## config.mk

```make
export PLATFORM = sky130hd
export DESIGN_NAME = okl_cbrt_step
export DESIGN_NICKNAME = d
export VERILOG_FILES = /design/src/sv/okl_pkg.sv /design/src/sv/okl_cbrt_step.sv
export SDC_FILE = /design/constraint.sdc
export NUM_CORES = 1
export LEC_CHECK = 0
export ABC_CLOCK_PERIOD_IN_PS = 800
export BUFFER_PORTS_ARGS = -buffer_cell sky130_fd_sc_hd__buf_2
export CORE_ASPECT_RATIO = 1.5
export CORE_MARGIN = 4
export CORE_UTILIZATION = 30
export DETAILED_ROUTE_END_ITERATION = 10
export SLEW_MARGIN = 20
export SYNTH_ARGS = -nofsm -noshare
export SYNTH_HDL_FRONTEND = slang
export SYNTH_SLANG_ARGS = --single-unit
```

## constraint.sdc

```tcl
create_clock -name clk -period 0.8 [get_ports clk]
set_input_delay 0.16 -clock clk [delete_from_list [all_inputs] [get_ports clk]]
set_output_delay 0.16 -clock clk [all_outputs]
set_load 0.01 [all_outputs]
```

## src/sv/okl_pkg.sv

```systemverilog
// Package for the linear RGB to Oklab core: fixed matrix coefficients,
// widths and the divide-by-65535 helpers.
// No dependencies.
package okl_pkg;

    localparam int CUBE_W = 56;
    localparam int ROOT_W = 18;
    localparam int SQR_W  = 36;

    typedef logic [2:0][CUBE_W-1:0] okl_cube_t;
    typedef logic [2:0][ROOT_W-1:0] okl_root_t;
    typedef logic [2:0][SQR_W-1:0]  okl_sqr_t;
    typedef logic [2:0][16:0]       okl_q16_t;

    // Cone matrix, Q0.30, round to nearest
    localparam logic [63:0] C00 = (64'd4122214708 * 64'd1073741824 + 64'd5000000000) / 64'd10000000000;
    localparam logic [63:0] C01 = (64'd5363325363 * 64'd1073741824 + 64'd5000000000) / 64'd10000000000;
    localparam logic [63:0] C02 = (64'd514459929  * 64'd1073741824 + 64'd5000000000) / 64'd10000000000;
    localparam logic [63:0] C10 = (64'd2119034982 * 64'd1073741824 + 64'd5000000000) / 64'd10000000000;
    localparam logic [63:0] C11 = (64'd6806995451 * 64'd1073741824 + 64'd5000000000) / 64'd10000000000;
    localparam logic [63:0] C12 = (64'd1073969566 * 64'd1073741824 + 64'd5000000000) / 64'd10000000000;
    localparam logic [63:0] C20 = (64'd883024619  * 64'd1073741824 + 64'd5000000000) / 64'd10000000000;
    localparam logic [63:0] C21 = (64'd2817188376 * 64'd1073741824 + 64'd5000000000) / 64'd10000000000;
    localparam logic [63:0] C22 = (64'd6299787005 * 64'd1073741824 + 64'd5000000000) / 64'd10000000000;

    localparam logic [29:0] CONE_K [3][3] = '{
        '{C00[29:0], C01[29:0], C02[29:0]},
        '{C10[29:0], C11[29:0], C12[29:0]},
        '{C20[29:0], C21[29:0], C22[29:0]}
    };

    // Lab matrix magnitudes, Q.28, round to nearest
    localparam logic [63:0] L00 = (64'd2104542553  * 64'd268435456 + 64'd5000000000) / 64'd10000000000;
    localparam logic [63:0] L01 = (64'd7936177850  * 64'd268435456 + 64'd5000000000) / 64'd10000000000;
    localparam logic [63:0] L02 = (64'd40720468    * 64'd268435456 + 64'd5000000000) / 64'd10000000000;
    localparam logic [63:0] L10 = (64'd19779984951 * 64'd268435456 + 64'd5000000000) / 64'd10000000000;
    localparam logic [63:0] L11 = (64'd24285922050 * 64'd268435456 + 64'd5000000000) / 64'd10000000000;
    localparam logic [63:0] L12 = (64'd4505937099  * 64'd268435456 + 64'd5000000000) / 64'd10000000000;
    localparam logic [63:0] L20 = (64'd259040371   * 64'd268435456 + 64'd5000000000) / 64'd10000000000;
    localparam logic [63:0] L21 = (64'd7827717662  * 64'd268435456 + 64'd5000000000) / 64'd10000000000;
    localparam logic [63:0] L22 = (64'd8086757660  * 64'd268435456 + 64'd5000000000) / 64'd10000000000;

    localparam logic signed [31:0] LAB_K [3][3] = '{
        '{L00[31:0], L01[31:0], 32'(64'd0 - L02)},
        '{L10[31:0], 32'(64'd0 - L11), L12[31:0]},
        '{L20[31:0], L21[31:0], 32'(64'd0 - L22)}
    };

    localparam logic [16:0] MOD_BASE = 17'd65535;

    // Residue mod 2^16-1 by folding 16-bit digits
    function automatic logic [15:0] mod_65535(input logic [47:0] t);
        logic [17:0] s;
        logic [16:0] f;
        s = 18'(t[15:0]) + 18'(t[31:16]) + 18'(t[47:32]);
        f = 17'(s[15:0]) + 17'(s[17:16]);
        if (f >= MOD_BASE)
            return 16'(f - MOD_BASE);
        return f[15:0];
    endfunction

    // Exact quotient of a multiple of 2^16-1, valid while it fits 32 bits
    function automatic logic [31:0] exact_div_65535(input logic [47:0] m);
        return 32'd0 - (m[31:0] + {m[15:0], 16'd0});
    endfunction

endpackage

```

## src/sv/okl_cbrt_step.sv

```systemverilog
// One bit of the digit-by-digit cube root, for all three cone channels.
// Depends on okl_pkg.
module okl_cbrt_step
    import okl_pkg::*;
#(
    parameter int BIT = 17
)
(
    input  logic      clk,
    input  logic      rst_n,
    input  logic      en,
    input  logic      in_vld,
    input  okl_cube_t e_in,
    input  okl_root_t y_in,
    input  okl_sqr_t  y2_in,
    output logic      out_vld,
    output okl_cube_t e_out,
    output okl_root_t y_out,
    output okl_sqr_t  y2_out
);

    logic      vld_reg;
    okl_cube_t e_reg, e_next;
    okl_root_t y_reg, y_next;
    okl_sqr_t  y2_reg, y2_next;

    // trial: (y + 2^b)^3 - y^3 against the remainder
    always_comb
    begin
        logic [59:0] term;
        for (int i = 0; i < 3; i++)
        begin
            term = ((60'(y2_in[i]) * 60'd3) << BIT) + ((60'(y_in[i]) * 60'd3) << (2 * BIT))
                + (60'd1 << (3 * BIT));
            if (term <= 60'(e_in[i]))
            begin
                e_next[i]  = e_in[i] - term[CUBE_W-1:0];
                y_next[i]  = y_in[i] | (ROOT_W'(1) << BIT);
                y2_next[i] = y2_in[i] + (SQR_W'(y_in[i]) << (BIT + 1)) + (SQR_W'(1) << (2 * BIT));
            end
            else
            begin
                e_next[i]  = e_in[i];
                y_next[i]  = y_in[i];
                y2_next[i] = y2_in[i];
            end
        end
    end

    always_ff @(posedge clk or negedge rst_n)
    begin
        if (!rst_n)
            vld_reg <= 1'b0;
        else if (en)
            vld_reg <= in_vld;
    end

    always_ff @(posedge clk)
    begin
        if (en)
        begin
            e_reg  <= e_next;
            y_reg  <= y_next;
            y2_reg <= y2_next;
        end
    end

    assign out_vld = vld_reg;
    assign e_out   = e_reg;
    assign y_out   = y_reg;
    assign y2_out  = y2_reg;

endmodule

```

==> flow_summary.json <==
{
  "synth_cell_type_count": 87,
  "htreeDepth": 2,
  "tightest_slew_ps": 653.4,
  "syn_nets": 4562,
  "slew_viol_final": 0,
  "place_inst": 6857,
  "die_y_um": 415.9,
  "post-route-period-util_pct": 795.5,
  "cts_buffer_depth": 3,
  "min_period_ps": 6364,
  "synth_area_um2": 33270,
  "die_area_um2": 116400,
  "postSynthAreaPerCell_um2": 9.232,
  "power_density_nw_per_um2": 3741,
  "slew_headroom_pct": 55.32,
  "critPathMaxStageDelay_ps": 360,
  "drc": 0,
  "path_max_fanout": 6,
  "critPathSlowestCell": "a2111oi_2",
  "grt_pass1_vias": 37298,
  "violations": "setup timing",
  "final_util_pct": 51.29,
  "core-area_um2": 110000,
  "grt_pass1_wl_um": 201700,
  "routed_via_density": 4.902,
  "gp_congestion": 0.9122,
  "status": "finished with violations",
  "skew_ps": 0,
  "start_kind": "input port",
  "final_cells": 7304,
  "layout-drive-gt1-share_pct": 44.24,
  "finalNetCount": 6789,
  "cts_root_buf": "clkbuf_16",
  "cts.sinks": 331,
  "drtPass1Iterations": 5,
  "path_class": "in2reg",
  "crit_arrival_ps": 6710,
  "max_freq_ghz": 0.1571,
  "area_delta_synth_final_pct": 69.56,
  "ys_seq_elements": 331,
  "drt-initial-drc-count": 1312,
  "die_w_um": 279.9,
  "endpoint_kind": "flip-flop",
  "synthArstFlopShare_pct": 0.3021,
  "yosys_warnings": 0,
  "grt_usage_pct": 22.05,
  "final_hold_viol_count": 0,
  "p_leak_nw": 28.06,
  "critPathRequiredTime_ps": 1140,
  "wl_per_cell_um": 18.50,
  "grt-ovfl-total": 0,
  "ios": 665,
  "rsz0062_at_grt": "true",
  "yosysSeqAreaShare_pct": 29.86,
  "antenna_found_initial": 32,
  "peakVddDrop_mv": 2.228,
  "grt_max_degree": 24,
  "fin_ws_ps": -5564,
  "synth_edf_count": 330,
  "min_path_type": "in2reg",
  "place_hpwl_um": 105900,
  "critical_path_buf_inv_count": 3,
  "cts_tree": "built",
  "finalInstanceArea_um2": 56410,
  "cts_buffers": 38,
  "vias": 35804,
  "ant_nets": 0,
  "clk_pin_slew_ps": 70,
  "clk-insertion-delay-late_ps": 580,
  "start_util_pct": 30.25,
  "postPlaceCellArea_um2": 48290,
  "finalWirelength_um": 135100,
  "critPathTopFamily": "compound AO/OA/AOI/OAI gates",
  "portBuffers": 664,
  "postSynthCellCount": 3604,
  "synth_ff_type": "edfxtp_1",
  "finalSetupViolations": 506,
  "drv_cap": 0,
  "rows": 149,
  "fill_cells": 9791,
  "setup_tns_ps": -1088930
}
-- through the flow --
stage          setup WS (ps)  hold slack (ps)  power (mW)
3_5_place_dp           -6510           -57.75       152.6
2_1_floorplan          -5493           -135.6       100.4
6_report               -5564            14.38       211.0
5_1_grt                -5857            4.925       224.3
4_1_cts                -5516           -46.47       204.1
3_3_place_gp           -6435           -65.89       151.2
-- flip-flops by register name, indices dropped and copies added, names as in the netlist --
register / count
e_out: 168
y2_out: 108
y_out: 54
out_vld: 1
-- logic make-up (layout without fill, tap and decap cells) --
family / count (synthesis) / in the layout / share of synthesized area (%)
flip-flops: 331 / 331 / 29.86
AND/OR/NAND/NOR: 808 / 808 / 11.72
other: 0 / 15 / 0
buffers and inverters: 449 / 2700 / 5.156
AO/OA/AOI/OAI: 1035 / 1035 / 19.98
adder cells (fa/ha/maj): 624 / 624 / 23.74
XOR/XNOR: 336 / 336 / 8.845
multiplexers: 21 / 21 / 0.7033
-- cell usage in the layout, fill, tap and decap left out, drive strengths merged, types with 46 or more instances in the layout --
cell	count
a21o	203
a21oi	292
buf	2041
clkbuf	46
dlygate4sd3	249
edfxtp	330
ha	612
inv	347
nand2	228
nand3	67
nor2	199
nor3	70
o21ai	225
xnor2	202
xor2	134
-- where the power goes --
part	leakage, nW	internal [mW]	switching [mW]
sequential	3.24	28.3	2.34
combinational	24.2	82.7	80.1
clock	0.573	9.85	7.77
-- worst reg2reg max path: stages (launching register included) --
cell,delay [ps]
dfrtp_1,370
buf_4,130
mux2_2,240
-- layer usage --
| metal | share of wire, % | wire (um) | vias to the layer above | global-route usage (%) |
|---|---|---|---|---|
| li1 | - | - | 17530 | - |
| met1 | 36 | 49120 | 16860 | 22.77 |
| met2 | 51 | 68820 | 1045 | 41.10 |
| met3 | 6.1 | 8263 | 343 | 4.753 |
| met4 | 6.5 | 8736 | 26 | 12.05 |
| met5 | 0.13 | 176 | - | 0 |
-- final cells by class --
cell class | count | area [um2] | area share (%)
Multi-Input combinational cell | 2824 | 24510 | 43.44
Timing Repair Buffer | 2292 | 17660 | 31.31
Sequential cell | 331 | 9935 | 17.61
Tap cell | 1434 | 1794 | 3.180
Inverter | 344 | 1294 | 2.293
Clock buffer | 44 | 994.7 | 1.763
Clock inverter | 20 | 187.7 | 0.3327
Antenna cell | 15 | 37.54 | 0.06654
-- worst paths after layout --
check	from	to	slack, ps	cells after the start
max in group asynchronous	rst_n	out_vld	240	3
hold reg to reg	out_vld	out_vld	600	2
setup / recovery	y2_in[37]	e_out[96]	-5560	34
hold / removal	e_in[108]	e_out[108]	10	3
min in group asynchronous	rst_n	out_vld	440	3
setup reg to reg	out_vld	out_vld	-60	2
-- cell usage after synthesis (all sizes together), types with 26 or more instances --
master  count  area, um2
a21o      203       1524
nor3       70      350.3
nand2b     30      187.7
o31ai      38      285.3
inv       344       1291
o21bai     45      337.8
nand4      29      181.4
nand3      67      335.3
o21ai     225       1126
nand2     228      855.8
xor2      134       1174
nor2      199      749.5
xnor2     202       1769
and3       33      211.5
ha        612       7657
o21a       35      262.8
a21oi     292       1469
clkbuf     89      334.1
a211oi     26      200.2
edfxtp    330       9910
a31oi      40      265.3
nor2b      44      275.3
-- timing repair --
item	in CTS	in global routing
setup buffers	75	35
resized for setup	538	212
hold buffers	249	0
hold endpoints to repair	256	0
setup endpoints to repair	505	506
cloned	32	2
pin swaps	225	148
Note: power is estimated with default switching activity, not from simulation.
