### config.mk
export PLATFORM = sky130hd
export DESIGN_NAME = okl_lab
export DESIGN_NICKNAME = d
export VERILOG_FILES = /design/src/sv/okl_pkg.sv /design/src/sv/okl_lab.sv
export SDC_FILE = /design/constraint.sdc
export NUM_CORES = 2
export LEC_CHECK = 0
export ABC_AREA = 1
export BUFFER_PORTS_ARGS = -buffer_cell sky130_fd_sc_hd__buf_2
export CAP_MARGIN = 25
export CORE_MARGIN = 2
export CORE_UTILIZATION = 23
export DETAILED_ROUTE_END_ITERATION = 8
export MAX_ROUTING_LAYER = met4
export PLACE_DENSITY_LB_ADDON = 0.2
export SYNTH_ARGS = -nofsm -noshare
export SYNTH_HDL_FRONTEND = slang
export SYNTH_SLANG_ARGS = --single-unit
### constraint.sdc
create_clock -name clk -period 3.4 [get_ports clk]
set_input_delay 0 -clock clk [delete_from_list [all_inputs] [get_ports clk]]
set_output_delay 0 -clock clk [all_outputs]
set_load 0.02 [all_outputs]
### src/sv/okl_pkg.sv
// Package for the linear RGB to Oklab core: fixed matrix coefficients,
// widths and the divide-by-65535 helpers.
// No dependencies.
package okl_pkg;

    localparam int CUBE_W = 56;
    localparam int ROOT_W = 18;
    localparam int SQR_W  = 36;

    typedef logic [2:0][CUBE_W-1:0] okl_cube_t;
    typedef logic [2:0][ROOT_W-1:0] okl_root_t;
    typedef logic [2:0][SQR_W-1:0]  okl_sqr_t;
    typedef logic [2:0][16:0]       okl_q16_t;

    // Cone matrix, Q0.30, round to nearest
    localparam logic [63:0] C00 = (64'd4122214708 * 64'd1073741824 + 64'd5000000000) / 64'd10000000000;
    localparam logic [63:0] C01 = (64'd5363325363 * 64'd1073741824 + 64'd5000000000) / 64'd10000000000;
    localparam logic [63:0] C02 = (64'd514459929  * 64'd1073741824 + 64'd5000000000) / 64'd10000000000;
    localparam logic [63:0] C10 = (64'd2119034982 * 64'd1073741824 + 64'd5000000000) / 64'd10000000000;
    localparam logic [63:0] C11 = (64'd6806995451 * 64'd1073741824 + 64'd5000000000) / 64'd10000000000;
    localparam logic [63:0] C12 = (64'd1073969566 * 64'd1073741824 + 64'd5000000000) / 64'd10000000000;
    localparam logic [63:0] C20 = (64'd883024619  * 64'd1073741824 + 64'd5000000000) / 64'd10000000000;
    localparam logic [63:0] C21 = (64'd2817188376 * 64'd1073741824 + 64'd5000000000) / 64'd10000000000;
    localparam logic [63:0] C22 = (64'd6299787005 * 64'd1073741824 + 64'd5000000000) / 64'd10000000000;

    localparam logic [29:0] CONE_K [3][3] = '{
        '{C00[29:0], C01[29:0], C02[29:0]},
        '{C10[29:0], C11[29:0], C12[29:0]},
        '{C20[29:0], C21[29:0], C22[29:0]}
    };

    // Lab matrix magnitudes, Q.28, round to nearest
    localparam logic [63:0] L00 = (64'd2104542553  * 64'd268435456 + 64'd5000000000) / 64'd10000000000;
    localparam logic [63:0] L01 = (64'd7936177850  * 64'd268435456 + 64'd5000000000) / 64'd10000000000;
    localparam logic [63:0] L02 = (64'd40720468    * 64'd268435456 + 64'd5000000000) / 64'd10000000000;
    localparam logic [63:0] L10 = (64'd19779984951 * 64'd268435456 + 64'd5000000000) / 64'd10000000000;
    localparam logic [63:0] L11 = (64'd24285922050 * 64'd268435456 + 64'd5000000000) / 64'd10000000000;
    localparam logic [63:0] L12 = (64'd4505937099  * 64'd268435456 + 64'd5000000000) / 64'd10000000000;
    localparam logic [63:0] L20 = (64'd259040371   * 64'd268435456 + 64'd5000000000) / 64'd10000000000;
    localparam logic [63:0] L21 = (64'd7827717662  * 64'd268435456 + 64'd5000000000) / 64'd10000000000;
    localparam logic [63:0] L22 = (64'd8086757660  * 64'd268435456 + 64'd5000000000) / 64'd10000000000;

    localparam logic signed [31:0] LAB_K [3][3] = '{
        '{L00[31:0], L01[31:0], 32'(64'd0 - L02)},
        '{L10[31:0], 32'(64'd0 - L11), L12[31:0]},
        '{L20[31:0], L21[31:0], 32'(64'd0 - L22)}
    };

    localparam logic [16:0] MOD_BASE = 17'd65535;

    // Residue mod 2^16-1 by folding 16-bit digits
    function automatic logic [15:0] mod_65535(input logic [47:0] t);
        logic [17:0] s;
        logic [16:0] f;
        s = 18'(t[15:0]) + 18'(t[31:16]) + 18'(t[47:32]);
        f = 17'(s[15:0]) + 17'(s[17:16]);
        if (f >= MOD_BASE)
            return 16'(f - MOD_BASE);
        return f[15:0];
    endfunction

    // Exact quotient of a multiple of 2^16-1, valid while it fits 32 bits
    function automatic logic [31:0] exact_div_65535(input logic [47:0] m);
        return 32'd0 - (m[31:0] + {m[15:0], 16'd0});
    endfunction

endpackage

### src/sv/okl_lab.sv
// Output stages: Lab matrix on the roots, rounding and saturation.
// Depends on okl_pkg.
module okl_lab
    import okl_pkg::*;
(
    input  logic        clk,
    input  logic        rst_n,
    input  logic        en,
    input  logic        in_vld,
    input  okl_q16_t    root,
    output logic        out_vld,
    output logic [14:0] lightness,
    output logic signed [15:0] green_red_axis,
    output logic signed [15:0] blue_yellow_axis
);

    logic [1:0] vld_reg;
    logic signed [49:0] prod_reg [3][3];
    logic [14:0] light_reg;
    logic signed [15:0] ga_reg;
    logic signed [15:0] by_reg;

    logic signed [51:0] acc [3];
    logic signed [22:0] sh  [3];
    logic [14:0] light_next;
    logic signed [15:0] ga_next;
    logic signed [15:0] by_next;

    always_comb
    begin
        for (int i = 0; i < 3; i++)
        begin
            // add one half, then floor to Q1.15
            acc[i] = 52'(prod_reg[i][0]) + 52'(prod_reg[i][1]) + 52'(prod_reg[i][2])
                + (52'sd1 <<< 28);
            sh[i]  = 23'(acc[i] >>> 29);
        end
        if (sh[0] < 0)
            light_next = '0;
        else if (sh[0] > 23'sd32767)
            light_next = 15'h7FFF;
        else
            light_next = sh[0][14:0];
        if (sh[1] < -23'sd32768)
            ga_next = -16'sd32768;
        else if (sh[1] > 23'sd32767)
            ga_next = 16'sd32767;
        else
            ga_next = sh[1][15:0];
        if (sh[2] < -23'sd32768)
            by_next = -16'sd32768;
        else if (sh[2] > 23'sd32767)
            by_next = 16'sd32767;
        else
            by_next = sh[2][15:0];
    end

    always_ff @(posedge clk or negedge rst_n)
    begin
        if (!rst_n)
            vld_reg <= '0;
        else if (en)
            vld_reg <= {vld_reg[0], in_vld};
    end

    always_ff @(posedge clk)
    begin
        if (en)
        begin
            for (int i = 0; i < 3; i++)
                for (int j = 0; j < 3; j++)
                    prod_reg[i][j] <= 50'(LAB_K[i][j]) * 50'($signed({1'b0, root[j]}));
            light_reg <= light_next;
            ga_reg    <= ga_next;
            by_reg    <= by_next;
        end
    end

    assign out_vld          = vld_reg[1];
    assign lightness        = light_reg;
    assign green_red_axis   = ga_reg;
    assign blue_yellow_axis = by_reg;

endmodule

==> impl_table.tex <==
\begin{tabular}{lr}
\hline
Metric & Value \\
\hline
\multicolumn{2}{l}{\textbf{Placement}} \\
\quad Routability congestion estimate from global placement & 0.9591 \\
\quad Area post-placement & 110400 sq um \\
\quad Hpwl dp & 305400 um \\
\quad Count of input and output buffers & 102 \\
\multicolumn{2}{l}{\textbf{Synth}} \\
\quad Warnings from Yosys & 0 \\
\quad Library cell with the largest summed area after synthesis & sky130\_fd\_sc\_hd\_\_fa\_1 \\
\quad Post-synthesis async set-or-reset flop share & 0.5063\% \\
\quad Synthesis-stage register bit count & 395 \\
\quad Gate count of the mapped netlist & 8916 \\
\quad Area share of the largest cell type after synthesis & 31.66\% \\
\quad Sequential fraction of the synthesis area & 14.42\% \\
\quad Number of synthesized flops with an enable pin & 393 \\
\quad Avg Synthesized Cell Area & 9.220 sq um \\
\quad Netlist Area Pre-Place & 82200 sq um \\
\quad Flip-flop cell with the highest count after synthesis & sky130\_fd\_sc\_hd\_\_edfxtp\_1 \\
\quad Number of unique standard cell types used by synthesis & 56 \\
\quad Post-synthesis net count & 11710 \\
\quad Cells taking the most area after synthesis & sky130\_fd\_sc\_hd\_\_fa\_1, sky130\_fd\_sc\_hd\_\_ha\_1, sky130\_fd\_sc\_hd\_\_edfxtp\_1 \\
\multicolumn{2}{l}{\textbf{Timing}} \\
\quad Max Transition Viols Final & 0 \\
\quad Count of final setup violators & 294 \\
\quad Total negative setup slack & -205.10 ns \\
\quad Portion of the clock cycle consumed by the worst path in the final layout & 136.3\% \\
\quad Rel. slew slack & 56.94\% \\
\quad Clock skew after layout & 0.02710 ns \\
\quad Tmin final & 4.633 ns \\
\quad Transition time at the pin with the least slew margin & 0.6459 ns \\
\quad Setup repair after global routing missed its margin & true \\
\quad Maximum clock rate & 0.2158 GHz \\
\quad Fin. Hold Viols & 0 \\
\quad Least setup slack across all paths after layout & -1.233 ns \\
\multicolumn{2}{l}{\textbf{Global routing}} \\
\quad Via count of the first global-routing pass & 75820 \\
\quad Total global routing overflow & 0 \\
\quad Antenna violations before repair & 15 \\
\quad First-pass GRT wire length & 502700 um \\
\quad Largest net degree at the start of global routing & 77 \\
\quad Total global-route track usage & 19.39\% \\
\multicolumn{2}{l}{\textbf{Die}} \\
\quad Num rows & 219 \\
\quad Initial core utilization & 23.11\% \\
\quad Core region area & 355700 sq um \\
\quad Number of ports placed on the die boundary & 103 \\
\quad Vert. Die Dim & 601.8 um \\
\quad Die W & 601.8 um \\
\quad DIE AREA & 362200 sq um \\
\multicolumn{2}{l}{\textbf{Critical path}} \\
\quad End of the worst register-to-register path & green\_red\_axis[3] \\
\quad Critical path class & in2reg \\
\quad Crit path DAT & 5.09 ns \\
\quad Launching element type of the critical path & input pin \\
\quad Data required time of the worst path & 3.85 ns \\
\quad Setup slack of the worst register-to-register path & -0.42 ns \\
\quad CP Max Fanout & 4 \\
\quad Launching point of the worst reg2reg path & prod\_reg[1][134] \\
\quad Worst Reg-to-Reg Cells & 19 \\
\quad Critical path endpoint category & flop \\
\multicolumn{2}{l}{\textbf{CTS}} \\
\quad Clock sink count & 395 \\
\quad TritonCTS clock tree & yes \\
\quad Number of H-tree levels & 2 \\
\quad Maximum count of clock buffers along a single path & 3 \\
\quad Clock slew at reported path FFs & 0.06 ns \\
\quad Buffer cell driving the clock tree root & sky130\_fd\_sc\_hd\_\_clkbuf\_16 \\
\quad Clock latency on the worst-skew pair & 0.71 ns \\
\quad TritonCTS buffer count & 53 \\
\multicolumn{2}{l}{\textbf{Finish}} \\
\quad Layout cells sized above 1 & 42.63\% \\
\quad Number of flip-flops under the largest register name & 346 \\
\quad Number of nets in the finished design & 14520 \\
\quad Design area & 126700 sq um \\
\quad Fillers & 36460 \\
\quad Area Overhead vs Synth & 54.16\% \\
\quad Area taken by flip-flops and latches & 11850 sq um \\
\quad Share of the core filled with cells in the final layout & 35.63\% \\
\quad Footprint of the multi-input gates & 73870 sq um \\
\multicolumn{2}{l}{\textbf{Outcome}} \\
\quad Status & complete, but fails checks \\
\quad Violations in the final reports & negative setup slack \\
\multicolumn{2}{l}{\textbf{Detailed routing}} \\
\quad Vias after detailed routing & 68950 \\
\quad Drt initial violations & 2836 \\
\quad Wire length reported by the detailed router & 342600 um \\
\quad Drt drc & 0 \\
\quad Vias per std cell & 4.174 \\
\quad Antenna Nets Post-Route & 0 \\
\quad Router iterations before antenna repair & 5 \\
\quad Routed WL per cell & 20.74 um \\
\multicolumn{2}{l}{\textbf{Run}} \\
\quad Max cap viols & 0 \\
\multicolumn{2}{l}{\textbf{Hold path}} \\
\quad Classification of the worst-slack hold path & in2reg \\
\quad Start point of the worst hold path & root[36] \\
\quad Min-Delay Endpoint & prod\_reg[1][7] \\
\quad Min-Delay Path Depth & 5 \\
\hline
\end{tabular}
==> cell type report <==
type                       count  area share, %
inverter                    2573          7.762
multi-input combinational   5943          58.29
sequential                   395          9.353
tap                         4751          4.691
antenna                        3       0.005924
clock buffer                  56          1.056
timing repair buffer        2756          18.43
clock inverter                42         0.4137
==> critical path: stages <==
cell and delay [ns]:
sky130_fd_sc_hd__buf_8 0.10, sky130_fd_sc_hd__fa_2 0.62, sky130_fd_sc_hd__buf_12 0.15, sky130_fd_sc_hd__buf_6 0.10, sky130_fd_sc_hd__fa_2 0.47, sky130_fd_sc_hd__fa_1 0.52, sky130_fd_sc_hd__inv_2 0.05, sky130_fd_sc_hd__fa_2 0.56
sky130_fd_sc_hd__inv_2 0.04, sky130_fd_sc_hd__fa_2 0.54, sky130_fd_sc_hd__fa_2 0.46, sky130_fd_sc_hd__ha_4 0.25, sky130_fd_sc_hd__a21oi_2 0.11, sky130_fd_sc_hd__inv_1 0.07, sky130_fd_sc_hd__a31oi_1 0.14, sky130_fd_sc_hd__a21boi_4 0.23
sky130_fd_sc_hd__o21ai_2 0.09, sky130_fd_sc_hd__a21oi_2 0.17, sky130_fd_sc_hd__o21ai_2 0.09, sky130_fd_sc_hd__buf_4 0.14, sky130_fd_sc_hd__xor2_2 0.17
==> Yosys cell counts (7+ instances only) <==
library cell	count
sky130_fd_sc_hd__o21ai_2	9
sky130_fd_sc_hd__a21o_1	37
sky130_fd_sc_hd__o31ai_1	7
sky130_fd_sc_hd__nand2_2	18
sky130_fd_sc_hd__o21ai_1	26
sky130_fd_sc_hd__a21oi_2	25
sky130_fd_sc_hd__inv_2	12
sky130_fd_sc_hd__nor3_1	39
sky130_fd_sc_hd__xor2_1	220
sky130_fd_sc_hd__fa_1	1300
sky130_fd_sc_hd__o21bai_1	27
sky130_fd_sc_hd__xnor2_1	140
sky130_fd_sc_hd__a21boi_0	24
sky130_fd_sc_hd__a31oi_1	62
sky130_fd_sc_hd__o221ai_1	9
sky130_fd_sc_hd__a211oi_1	9
sky130_fd_sc_hd__edfxtp_1	393
sky130_fd_sc_hd__a21oi_1	511
sky130_fd_sc_hd__nand4_1	45
sky130_fd_sc_hd__or2_2	11
sky130_fd_sc_hd__inv_1	2559
sky130_fd_sc_hd__o21a_1	22
sky130_fd_sc_hd__a21boi_1	8
sky130_fd_sc_hd__nand3_1	159
sky130_fd_sc_hd__nor2_2	18
sky130_fd_sc_hd__ha_1	1441
sky130_fd_sc_hd__o211ai_1	16
sky130_fd_sc_hd__nand2_1	969
sky130_fd_sc_hd__nor4_1	21
sky130_fd_sc_hd__o21ai_0	243
sky130_fd_sc_hd__a221oi_1	14
sky130_fd_sc_hd__nor2_1	465
==> cells in the final DEF, fill, tap and decap left out, types with 207 or more instances in the layout <==
master and count:
sky130_fd_sc_hd__fa_1 1134, sky130_fd_sc_hd__nor2_1 279, sky130_fd_sc_hd__ha_1 1012, sky130_fd_sc_hd__ha_4 393
sky130_fd_sc_hd__a21oi_2 209, sky130_fd_sc_hd__nand2_2 207, sky130_fd_sc_hd__edfxtp_1 393, sky130_fd_sc_hd__nand2_1 688
sky130_fd_sc_hd__buf_4 2232, sky130_fd_sc_hd__inv_1 2237, sky130_fd_sc_hd__buf_6 295, sky130_fd_sc_hd__a21oi_1 230
sky130_fd_sc_hd__inv_2 289
==> stage by stage <==
stage	hold slack [ns]	setup slack (ns)	cells
6_report	0.08806	-1.233	16520
5_1_grt	0.08224	-1.341	16520
4_1_cts	0.05895	-1.207	16370
3_5_place_dp	-0.2120	-2.442	16070
3_3_place_gp	-0.2163	-2.527	16070
2_1_floorplan	-0.2956	-1.543	8916
==> worst max-delay path by stage <==
| stage | start | endpoint | slack (ns) | depth (start not counted) |
|---|---|---|---|---|
| 6_report | root[39] | prod_reg[2][34] | -1.23 | 21 |
| 5_1_grt | root[39] | prod_reg[2][34] | -1.34 | 21 |
| 4_1_cts | root[30] | prod_reg[2][87] | -1.21 | 22 |
| 3_5_place_dp | root[32] | prod_reg[2][89] | -2.44 | 23 |
| 3_3_place_gp | root[32] | prod_reg[2][89] | -2.53 | 23 |
| 2_1_floorplan | root[39] | prod_reg[2][48] | -1.54 | 18 |
==> logic make-up after synthesis <==
logic type / after synthesis / share of synthesized area, %
and+or+nand+nor: 1777 / 8.980
AOI/OAI and AO/OA: 1063 / 7.359
buffers and inverters: 2580 / 11.81
DFF: 395 / 14.42
adders and majority gates: 2741 / 53.59
xor gates and xnor gates: 360 / 3.836
==> layer usage <==
layer	vias to the layer above	track usage, %	part of all wire, %
li1	33370	-	-
met1	34640	25.25	46
met2	665	33.56	50
met3	268	0.9619	2.0
met5	-	-	0
met4	0	3.471	2.4
==> timing repair <==
item | CTS | global route
resized for setup | 1207 | 1372
pin swaps | 630 | 817
hold endpoints to repair | 130 | 0
setup endpoints to repair | 302 | 309
gates cloned | 0 | 3
buffers inserted | 237 | 216
hold buffers | 19 | 0
Power is not shown: default switching activity piles up to over one toggle a cycle in this logic, so the estimate is an artifact.
